===== src/hw/rtl/llqc_pkg.sv =====
`default_nettype none
package llqc_pkg;

  // Fixed geometry of the block
  localparam int NUM_BUCKETS = 6;
  localparam int NUM_LEVELS  = 4;
  localparam int BKT_W       = $clog2(NUM_BUCKETS);
  localparam int LVL_W       = $clog2(NUM_LEVELS);

  // Field widths
  localparam int COUNT_W   = 16;
  localparam int WEIGHT_W  = 8;
  localparam int THR_W     = 7;
  localparam int SUM_W     = 27;
  localparam int QUAL_W    = 14;
  localparam int LCNT_W    = 32;
  localparam int DVD_W     = 30;
  localparam int HUND_W    = 23;
  localparam int MUL_W     = SUM_W + WEIGHT_W;
  localparam int DCNT_W    = $clog2(DVD_W);
  localparam int CFG_IDX_W = 3;
  localparam int CFG_DAT_W = WEIGHT_W * NUM_BUCKETS;

  // Register indexes
  localparam logic [CFG_IDX_W-1:0] REG_WEIGHTS = 3'd0;
  localparam logic [CFG_IDX_W-1:0] REG_THR0    = 3'd1;

  // Command codes
  localparam logic CMD_EVENT = 1'b0;
  localparam logic CMD_CLEAR = 1'b1;

  // Constants
  localparam logic [QUAL_W-1:0]    FULL_SCALE    = 14'd10000;
  localparam logic [THR_W-1:0]     PCT_MAX       = 7'd100;
  localparam logic [CFG_DAT_W-1:0] WEIGHTS_RESET = 48'h6414_0A05_0201;

  typedef logic [THR_W-1:0] thr_t;
  typedef thr_t [NUM_LEVELS-1:0] thr_arr_t;

  localparam thr_arr_t THR_RESET = {7'd98, 7'd96, 7'd94, 7'd0};

  // Sequencer states
  typedef enum logic [4:0] {
    ST_IDLE = 5'b00001,
    ST_MAC  = 5'b00010,
    ST_LVL  = 5'b00100,
    ST_DIV  = 5'b01000,
    ST_OUT  = 5'b10000
  } state_t;

endpackage
`default_nettype wire


===== src/hw/rtl/latency_link_quality_classifier.sv =====
// Latency link quality classifier.
// Input channel (in_valid / in_stall): one word carries a command and six
// latency-bucket message counts. A latency event forms the weighted count sum,
// the quality floor(10000*N1/sum) saturated at 10000, and bumps the saturating
// counter of the highest level whose percent threshold is met. A clear word
// zeroes all level counters.
// Output channel (out_valid / out_stall): one result word per input word with
// quality, level hit and all four counters after the update.
// Processing: an event runs one multiply-accumulate per bucket on the shared
// 27x8 multiplier, up to 4 threshold compares on the same multiplier, the
// bit-serial restoring divider (skipped when N1 or the sum is zero) and the
// output step. A clear word goes straight to the output step.
// One word is worked on at a time; in_stall is high from accept until the
// result is moved into the output register.
// The output register holds its word while out_stall is high; the next input
// word may be accepted and processed meanwhile, and waits in the final step.
// Reset (rst_n low, synchronous) restores default weights and thresholds,
// zeroes the counters and empties the output register.
// Configuration writes (cfg_we, cfg_index, cfg_data) take effect at once.
`default_nettype none
module latency_link_quality_classifier (
  input  wire                                           clk,
  input  wire                                           rst_n,
  input  wire                                           cfg_we,
  input  wire  [llqc_pkg::CFG_IDX_W-1:0]                cfg_index,
  input  wire  [llqc_pkg::CFG_DAT_W-1:0]                cfg_data,
  input  wire                                           in_valid,
  output logic                                          in_stall,
  input  wire                                           in_cmd,
  input  wire  [llqc_pkg::COUNT_W-1:0]                  in_count_bucket_1,
  input  wire  [llqc_pkg::COUNT_W-1:0]                  in_count_bucket_2,
  input  wire  [llqc_pkg::COUNT_W-1:0]                  in_count_bucket_3,
  input  wire  [llqc_pkg::COUNT_W-1:0]                  in_count_bucket_4,
  input  wire  [llqc_pkg::COUNT_W-1:0]                  in_count_bucket_5,
  input  wire  [llqc_pkg::COUNT_W-1:0]                  in_count_bucket_6,
  output logic                                          out_valid,
  input  wire                                           out_stall,
  output logic [llqc_pkg::QUAL_W-1:0]                   out_quality_centi,
  output logic                                          out_level_found,
  output logic [llqc_pkg::LVL_W-1:0]                    out_level_hit,
  output logic [llqc_pkg::LCNT_W-1:0]                   out_level_count_0,
  output logic [llqc_pkg::LCNT_W-1:0]                   out_level_count_1,
  output logic [llqc_pkg::LCNT_W-1:0]                   out_level_count_2,
  output logic [llqc_pkg::LCNT_W-1:0]                   out_level_count_3
);

  localparam int NB = llqc_pkg::NUM_BUCKETS;
  localparam int NL = llqc_pkg::NUM_LEVELS;

  // Configuration
  logic [llqc_pkg::CFG_DAT_W-1:0] weights_r;
  llqc_pkg::thr_arr_t             thr_r;
  logic [llqc_pkg::CFG_IDX_W-1:0] thr_sel;

  // Sequencer and datapath registers
  llqc_pkg::state_t                state_r, state_nxt;
  logic [llqc_pkg::COUNT_W-1:0]    cnt_r [NB];
  logic                            clr_r;
  logic [llqc_pkg::BKT_W-1:0]      bkt_r;
  logic [llqc_pkg::LVL_W-1:0]      lvl_r;
  logic [llqc_pkg::DCNT_W-1:0]     dcnt_r;
  logic [llqc_pkg::SUM_W-1:0]      sum_r;
  logic [llqc_pkg::SUM_W-1:0]      rem_r;
  logic [llqc_pkg::DVD_W-1:0]      dvd_r;
  logic                            found_r;
  logic [llqc_pkg::LVL_W-1:0]      hit_r;
  logic [llqc_pkg::LCNT_W-1:0]     lcnt_r [NL];
  logic                            out_valid_r;

  // Shared multiplier and helpers
  logic [llqc_pkg::SUM_W-1:0]      mul_a;
  logic [llqc_pkg::WEIGHT_W-1:0]   mul_b;
  logic [llqc_pkg::MUL_W-1:0]      mul_p;
  logic [llqc_pkg::HUND_W-1:0]     hund_n1;
  logic                            n1_zero;
  logic                            sum_zero;
  logic                            met;
  logic [llqc_pkg::THR_W-1:0]      thr_cur;
  logic [llqc_pkg::SUM_W:0]        rem_sh;
  logic                            qbit;
  logic [llqc_pkg::QUAL_W-1:0]     qual;
  logic                            in_acc;
  logic                            out_free;

  assign in_acc   = in_valid && !in_stall;
  assign in_stall = (state_r != llqc_pkg::ST_IDLE);
  assign out_free = !out_valid_r || !out_stall;
  assign out_valid = out_valid_r;

  // Write configuration registers
  assign thr_sel = cfg_index - llqc_pkg::REG_THR0;

  always_ff @(posedge clk) begin
    if (!rst_n) begin
      weights_r <= llqc_pkg::WEIGHTS_RESET;
      thr_r     <= llqc_pkg::THR_RESET;
    end else if (cfg_we) begin
      if (cfg_index == llqc_pkg::REG_WEIGHTS) begin
        weights_r <= cfg_data;
      end else if (cfg_index >= llqc_pkg::REG_THR0 &&
                   thr_sel < llqc_pkg::CFG_IDX_W'(NL)) begin
        thr_r[thr_sel[llqc_pkg::LVL_W-1:0]] <= cfg_data[llqc_pkg::THR_W-1:0];
      end
    end
  end

  // Status flags of the current word
  assign n1_zero  = (cnt_r[0] == '0);
  assign sum_zero = (sum_r == '0);
  assign hund_n1  = llqc_pkg::HUND_W'(cnt_r[0]) * llqc_pkg::HUND_W'(100);
  assign thr_cur  = thr_r[lvl_r];

  // Share one multiplier between the weighted sum and the threshold compare
  always_comb begin
    if (state_r == llqc_pkg::ST_LVL) begin
      mul_a = sum_r;
      mul_b = llqc_pkg::WEIGHT_W'(thr_cur);
    end else begin
      mul_a = llqc_pkg::SUM_W'(cnt_r[bkt_r]);
      mul_b = weights_r[bkt_r*llqc_pkg::WEIGHT_W +: llqc_pkg::WEIGHT_W];
    end
    mul_p = llqc_pkg::MUL_W'(mul_a) * llqc_pkg::MUL_W'(mul_b);
  end

  // Level test, with the empty first bucket and zero sum handled apart
  always_comb begin
    if (n1_zero) begin
      met = (thr_cur == '0);
    end else if (sum_zero) begin
      met = (thr_cur <= llqc_pkg::PCT_MAX);
    end else begin
      met = (llqc_pkg::MUL_W'(hund_n1) >= mul_p);
    end
  end

  // Restoring divider step: one quotient bit per cycle
  assign rem_sh = {rem_r, dvd_r[llqc_pkg::DVD_W-1]};
  assign qbit   = (rem_sh >= {1'b0, sum_r});

  // Saturate quality
  always_comb begin
    if (clr_r || n1_zero) begin
      qual = '0;
    end else if (sum_zero || dvd_r > llqc_pkg::DVD_W'(llqc_pkg::FULL_SCALE)) begin
      qual = llqc_pkg::FULL_SCALE;
    end else begin
      qual = dvd_r[llqc_pkg::QUAL_W-1:0];
    end
  end

  // Sequencer
  always_comb begin
    state_nxt = state_r;
    case (state_r)
      llqc_pkg::ST_IDLE: begin
        if (in_acc) begin
          state_nxt = (in_cmd == llqc_pkg::CMD_CLEAR) ? llqc_pkg::ST_OUT
                                                     : llqc_pkg::ST_MAC;
        end
      end
      llqc_pkg::ST_MAC: begin
        if (bkt_r == llqc_pkg::BKT_W'(NB - 1)) begin
          state_nxt = llqc_pkg::ST_LVL;
        end
      end
      llqc_pkg::ST_LVL: begin
        if (met || lvl_r == '0) begin
          state_nxt = (n1_zero || sum_zero) ? llqc_pkg::ST_OUT : llqc_pkg::ST_DIV;
        end
      end
      llqc_pkg::ST_DIV: begin
        if (dcnt_r == '0) begin
          state_nxt = llqc_pkg::ST_OUT;
        end
      end
      llqc_pkg::ST_OUT: begin
        if (out_free) begin
          state_nxt = llqc_pkg::ST_IDLE;
        end
      end
      default: state_nxt = llqc_pkg::ST_IDLE;
    endcase
  end

  always_ff @(posedge clk) begin
    if (!rst_n) begin
      state_r <= llqc_pkg::ST_IDLE;
    end else begin
      state_r <= state_nxt;
    end
  end

  // Datapath: capture word, accumulate, step the levels, divide
  always_ff @(posedge clk) begin
    case (state_r)
      llqc_pkg::ST_IDLE: begin
        if (in_acc) begin
          cnt_r[0] <= in_count_bucket_1;
          cnt_r[1] <= in_count_bucket_2;
          cnt_r[2] <= in_count_bucket_3;
          cnt_r[3] <= in_count_bucket_4;
          cnt_r[4] <= in_count_bucket_5;
          cnt_r[5] <= in_count_bucket_6;
          clr_r    <= (in_cmd == llqc_pkg::CMD_CLEAR);
          bkt_r    <= '0;
          lvl_r    <= llqc_pkg::LVL_W'(NL - 1);
          sum_r    <= '0;
          found_r  <= 1'b0;
          hit_r    <= '0;
        end
      end
      llqc_pkg::ST_MAC: begin
        sum_r <= sum_r + llqc_pkg::SUM_W'(mul_p);
        bkt_r <= bkt_r + 1'b1;
      end
      llqc_pkg::ST_LVL: begin
        if (met) begin
          found_r <= 1'b1;
          hit_r   <= lvl_r;
        end else if (lvl_r != '0) begin
          lvl_r <= lvl_r - 1'b1;
        end
        // Preload the divider
        rem_r  <= '0;
        dvd_r  <= llqc_pkg::DVD_W'(cnt_r[0]) *
                  llqc_pkg::DVD_W'(llqc_pkg::FULL_SCALE);
        dcnt_r <= llqc_pkg::DCNT_W'(llqc_pkg::DVD_W - 1);
      end
      llqc_pkg::ST_DIV: begin
        rem_r  <= qbit ? llqc_pkg::SUM_W'(rem_sh - {1'b0, sum_r})
                       : llqc_pkg::SUM_W'(rem_sh);
        dvd_r  <= {dvd_r[llqc_pkg::DVD_W-2:0], qbit};
        dcnt_r <= dcnt_r - 1'b1;
      end
      default: ;
    endcase
  end

  // Level counters: clear on command, saturating increment on hit
  always_ff @(posedge clk) begin
    if (!rst_n) begin
      for (int k = 0; k < NL; k++) lcnt_r[k] <= '0;
    end else if (state_r == llqc_pkg::ST_IDLE && in_acc &&
                 in_cmd == llqc_pkg::CMD_CLEAR) begin
      for (int k = 0; k < NL; k++) lcnt_r[k] <= '0;
    end else if (state_r == llqc_pkg::ST_LVL && met &&
                 lcnt_r[lvl_r] != '1) begin
      lcnt_r[lvl_r] <= lcnt_r[lvl_r] + 1'b1;
    end
  end

  // Output register: load in the final step, hold while stalled
  always_ff @(posedge clk) begin
    if (!rst_n) begin
      out_valid_r <= 1'b0;
    end else if (state_r == llqc_pkg::ST_OUT && out_free) begin
      out_valid_r <= 1'b1;
    end else if (!out_stall) begin
      out_valid_r <= 1'b0;
    end
  end

  always_ff @(posedge clk) begin
    if (state_r == llqc_pkg::ST_OUT && out_free) begin
      out_quality_centi <= qual;
      out_level_found   <= found_r;
      out_level_hit     <= hit_r;
      out_level_count_0 <= lcnt_r[0];
      out_level_count_1 <= lcnt_r[1];
      out_level_count_2 <= lcnt_r[2];
      out_level_count_3 <= lcnt_r[3];
    end
  end

endmodule
`default_nettype wire

===== config.mk =====
export PLATFORM = sky130hd
export DESIGN_NAME = latency_link_quality_classifier
export DESIGN_NICKNAME = d
export VERILOG_FILES = /design/src/hw/rtl/llqc_pkg.sv /design/src/hw/rtl/latency_link_quality_classifier.sv
export SDC_FILE = /design/constraint.sdc
export NUM_CORES = 2
export LEC_CHECK = 0
export BUFFER_PORTS_ARGS = -buffer_cell sky130_fd_sc_hd__buf_2
export CAP_MARGIN = 25
export CORE_AREA = 8 8 224 387
export CTS_CLUSTER_SIZE = 28
export DETAILED_ROUTE_END_ITERATION = 10
export DIE_AREA = 0 0 232 395
export GPL_ROUTABILITY_DRIVEN = 0
export GPL_TIMING_DRIVEN = 0
export PLACE_DENSITY = 0.64
export RECOVER_POWER = 50
export SLEW_MARGIN = 20
export SYNTH_ARGS = -nofsm -noshare
export SYNTH_HDL_FRONTEND = slang
export SYNTH_SLANG_ARGS = --single-unit

===== constraint.sdc =====
create_clock -name clk -period 22.3 [get_ports clk]
set_clock_uncertainty 0.05 [all_clocks]
set_input_delay 4.46 -clock clk [delete_from_list [all_inputs] [get_ports clk]]
set_output_delay 4.46 -clock clk [all_outputs]
set_load 0.03 [all_outputs]

==> results.ini <==
[worst_setup_path]
crit_path_start=state_r[3]$_SDFFE_PN0P_
max_stage_delay_ns=0.79
r2r_cells=36
cp-end-kind=register
critPathLaunchType=register
arrival_ns=11.75
crit_slowest_cell=a21oi_1
path_buf_inv=9
regToRegStartpoint=state_r[3]$_SDFFE_PN0P_
critPathTopFamily=adder cells
cp.required_ns=22.59
crit_type=reg -> reg
cp.depth=36
worstPathMaxFanout=17

[drt]
wl_per_cell_um=21.5
ant_nets=0
drt-initial-drc-count=1472
vias=26200
drt-pass1-iter-count=6
drc=0
drt-vias-per-instance=5.46
drt_wl_total_um=103000

[grt]
grt_use_total=0.220
use_met2=0.423
antenna_found_initial=4
grt_pass1_vias=27600
grtUsageMet3=0.0323
grt_pass1_wl_um=156000
grt_max_degree=81
gr-total-overflow=0
grt_util_met1=0.208
grt.busiest_layer=met2

[clocking]
clk_pin_slew_ns=0.07
clock-sinks=554
clock-root-buffer=clkbuf_16
clockBufferDepth=3
numCtsBuffers=50
cts.hold.buffers_added=0
cts_tree=yes
htree_levels=2
cts_setup_buffers=0
clkLatencyLatePin_ns=0.64
post_cts_resized=0

[power]
p_leak_nw=17.2
power_density_mw_per_mm2=131
ir_worst_vdd_mv=0.0964

[floorplan]
core_area_mm2=0.0814
initial_utilization=0.446
die-height_um=395
die_w_um=232
io_pins=300
dieArea_mm2=0.0916
rows=139

[final_layout]
multiInputGateArea_mm2=0.0184
nFillCells=7498
area_growth_pct=13.0
regArea_mm2=0.0158
fin_nets=4307
drive_gt1_frac=0.140

[logic_synthesis]
post_synth_num_cell_types=89
async_flop_share=0
ys_seq_elements=554
synth_top_family_by_area=adder cells
synth_seq_area_share=0.434
synthCells=3322
synth_top_area_cell=edfxtp_1
ys_warn_count=0
synth_compound_area_frac=0.0970
synth-edff-count=467
synth_top_cell_area_share=0.386
synth.area.mux_share=0.0526
synth-simple-area-share=0.128
synth.area.top_cells=edfxtp_1 39%, fa_1 11%, ha_1 9.0%, dfxtp_1 4.8%, inv_1 4.2%
synth_flop_cell=edfxtp_1
postSynthAreaPerCell_um2=10.9
synth_area_mm2=0.0363
synth.most_common_cell=edfxtp_1
yosys-top-cells-count=467 x edfxtp_1, 411 x inv_1, 375 x nor2_1, 269 x nand2_1, 261 x ha_1
synth_adder_area_share=0.200
synthXorXnorAreaFrac=0.0289

[sta]
hold_viol_final=0
fmax_mhz=87.2
slew_viol_final=133
period_share=0.514
fin_crit_ns=11.46
fin_ws_ns=10.84
setup_tns_ns=0
setup_violations=0
slew_headroom=-1.69
rsz0062_at_grt=false
tightest_slew_ns=4.04

[worst_hold_path]
min_path_type=reg -> reg
min-delay-start=hit_r[0]$_SDFFCE_PN0P_
whs_path_depth=0

[run]
drv_cap=3

[status]
status=finished with violations
violations=capacitance limit, slew limit

[placement]
io_buffers=299
detailedPlace.worstSlack_ns=10.86
dp_hpwl_um=83600

## per-stage QoR
stage	instances	instance area [µm²]	power [mW]	util	hold slack, ns
floorplan	3331	36400	3.69	-	0.350
global placement	4687	39200	4.41	0.481	0.354
detailed placement	4700	39600	4.47	0.486	0.372
CTS	4792	41300	5.39	0.507	0.383
global route	4793	41000	5.81	0.504	0.403
finish	4794	41000	5.36	0.504	0.383
## per-layer routing
layer | share of wire | wire (µm) | up-vias
met5 | 0.00014 | 14 | -
met4 | 0.083 | 8490 | 2
met3 | 0.051 | 5250 | 297
met2 | 0.54 | 55800 | 914
met1 | 0.32 | 33400 | 12700
li1 | - | - | 12300
## power by group
group          internal [mW]  switching, mW
registers               1.26         0.0753
logic                   1.28           1.84
clock network          0.495          0.410
total                   3.03           2.33
## flip-flops by register name, indices dropped and copies added, names as in the netlist, named ones only
name               cells
state_r                5
thr_r                 28
out_level_hit          2
bkt_r                  3
out_level_count_3     32
dvd_r                 30
cnt_r                 96
hit_r                  2
clr_r                  1
out_valid              1
dcnt_r                 5
lvl_r                  2
out_level_found        1
lcnt_r               128
rem_r                 27
out_quality_centi     14
weights_r             48
out_level_count_0     32
out_level_count_2     32
out_level_count_1     32
sum_r                 27
found_r                1
## layout make-up
class                           count  area share
Tap cell                         1057      0.0322
Clock inverter                     33      0.0102
Timing Repair Buffer              312      0.0403
Buffer                            122      0.0144
Inverter                          413      0.0378
Sequential cell                   554       0.384
Antenna cell                        2    0.000122
Clock buffer                       59      0.0316
Multi-Input combinational cell   2242       0.449
## layout by cell type, fill, tap and decap left out, types with 32 or more instances in the layout
| cell | Yosys | layout |
|---|---|---|
| edfxtp_1 | 467 | 467 |
| inv_1 | 411 | 409 |
| nor2_1 | 375 | 375 |
| buf_2 | 8 | 298 |
| nand2_1 | 269 | 265 |
| ha_1 | 261 | 261 |
| fa_1 | 198 | 198 |
| a21oi_1 | 134 | 134 |
| clkbuf_1 | 88 | 117 |
| nand3_1 | 116 | 116 |
| o21ai_0 | 97 | 96 |
| dfxtp_1 | 87 | 87 |
| xnor2_1 | 68 | 68 |
| mux4_2 | 63 | 63 |
| and3_1 | 60 | 60 |
| xor2_1 | 52 | 52 |
| a21boi_0 | 50 | 51 |
| clkbuf_16 | 0 | 50 |
| a21o_1 | 45 | 45 |
| mux2i_1 | 43 | 44 |
| nor3_1 | 34 | 35 |
| o21a_1 | 32 | 32 |
## worst paths after layout
check	endpoint	slack (ns)
max	lcnt_r[0][24]$_SDFFCE_PN0P_	10.84
min	out_level_hit[0]$_DFFE_PP_	0.38
max reg2reg	lcnt_r[0][24]$_SDFFCE_PN0P_	10.84
min reg2reg	out_level_hit[0]$_DFFE_PP_	0.38
## logic make-up (layout without fill, tap and decap cells)
group	after synthesis	after routing
xor gates and xnor gates	120	120
buffers and inverters	535	939
other	2	13
and+or+nand+nor	1019	1019
DFF	554	554
AOI/OAI and AO/OA	520	520
muxes	110	110
adders and majority gates	462	462
Power figures use the tool's default switching activity.
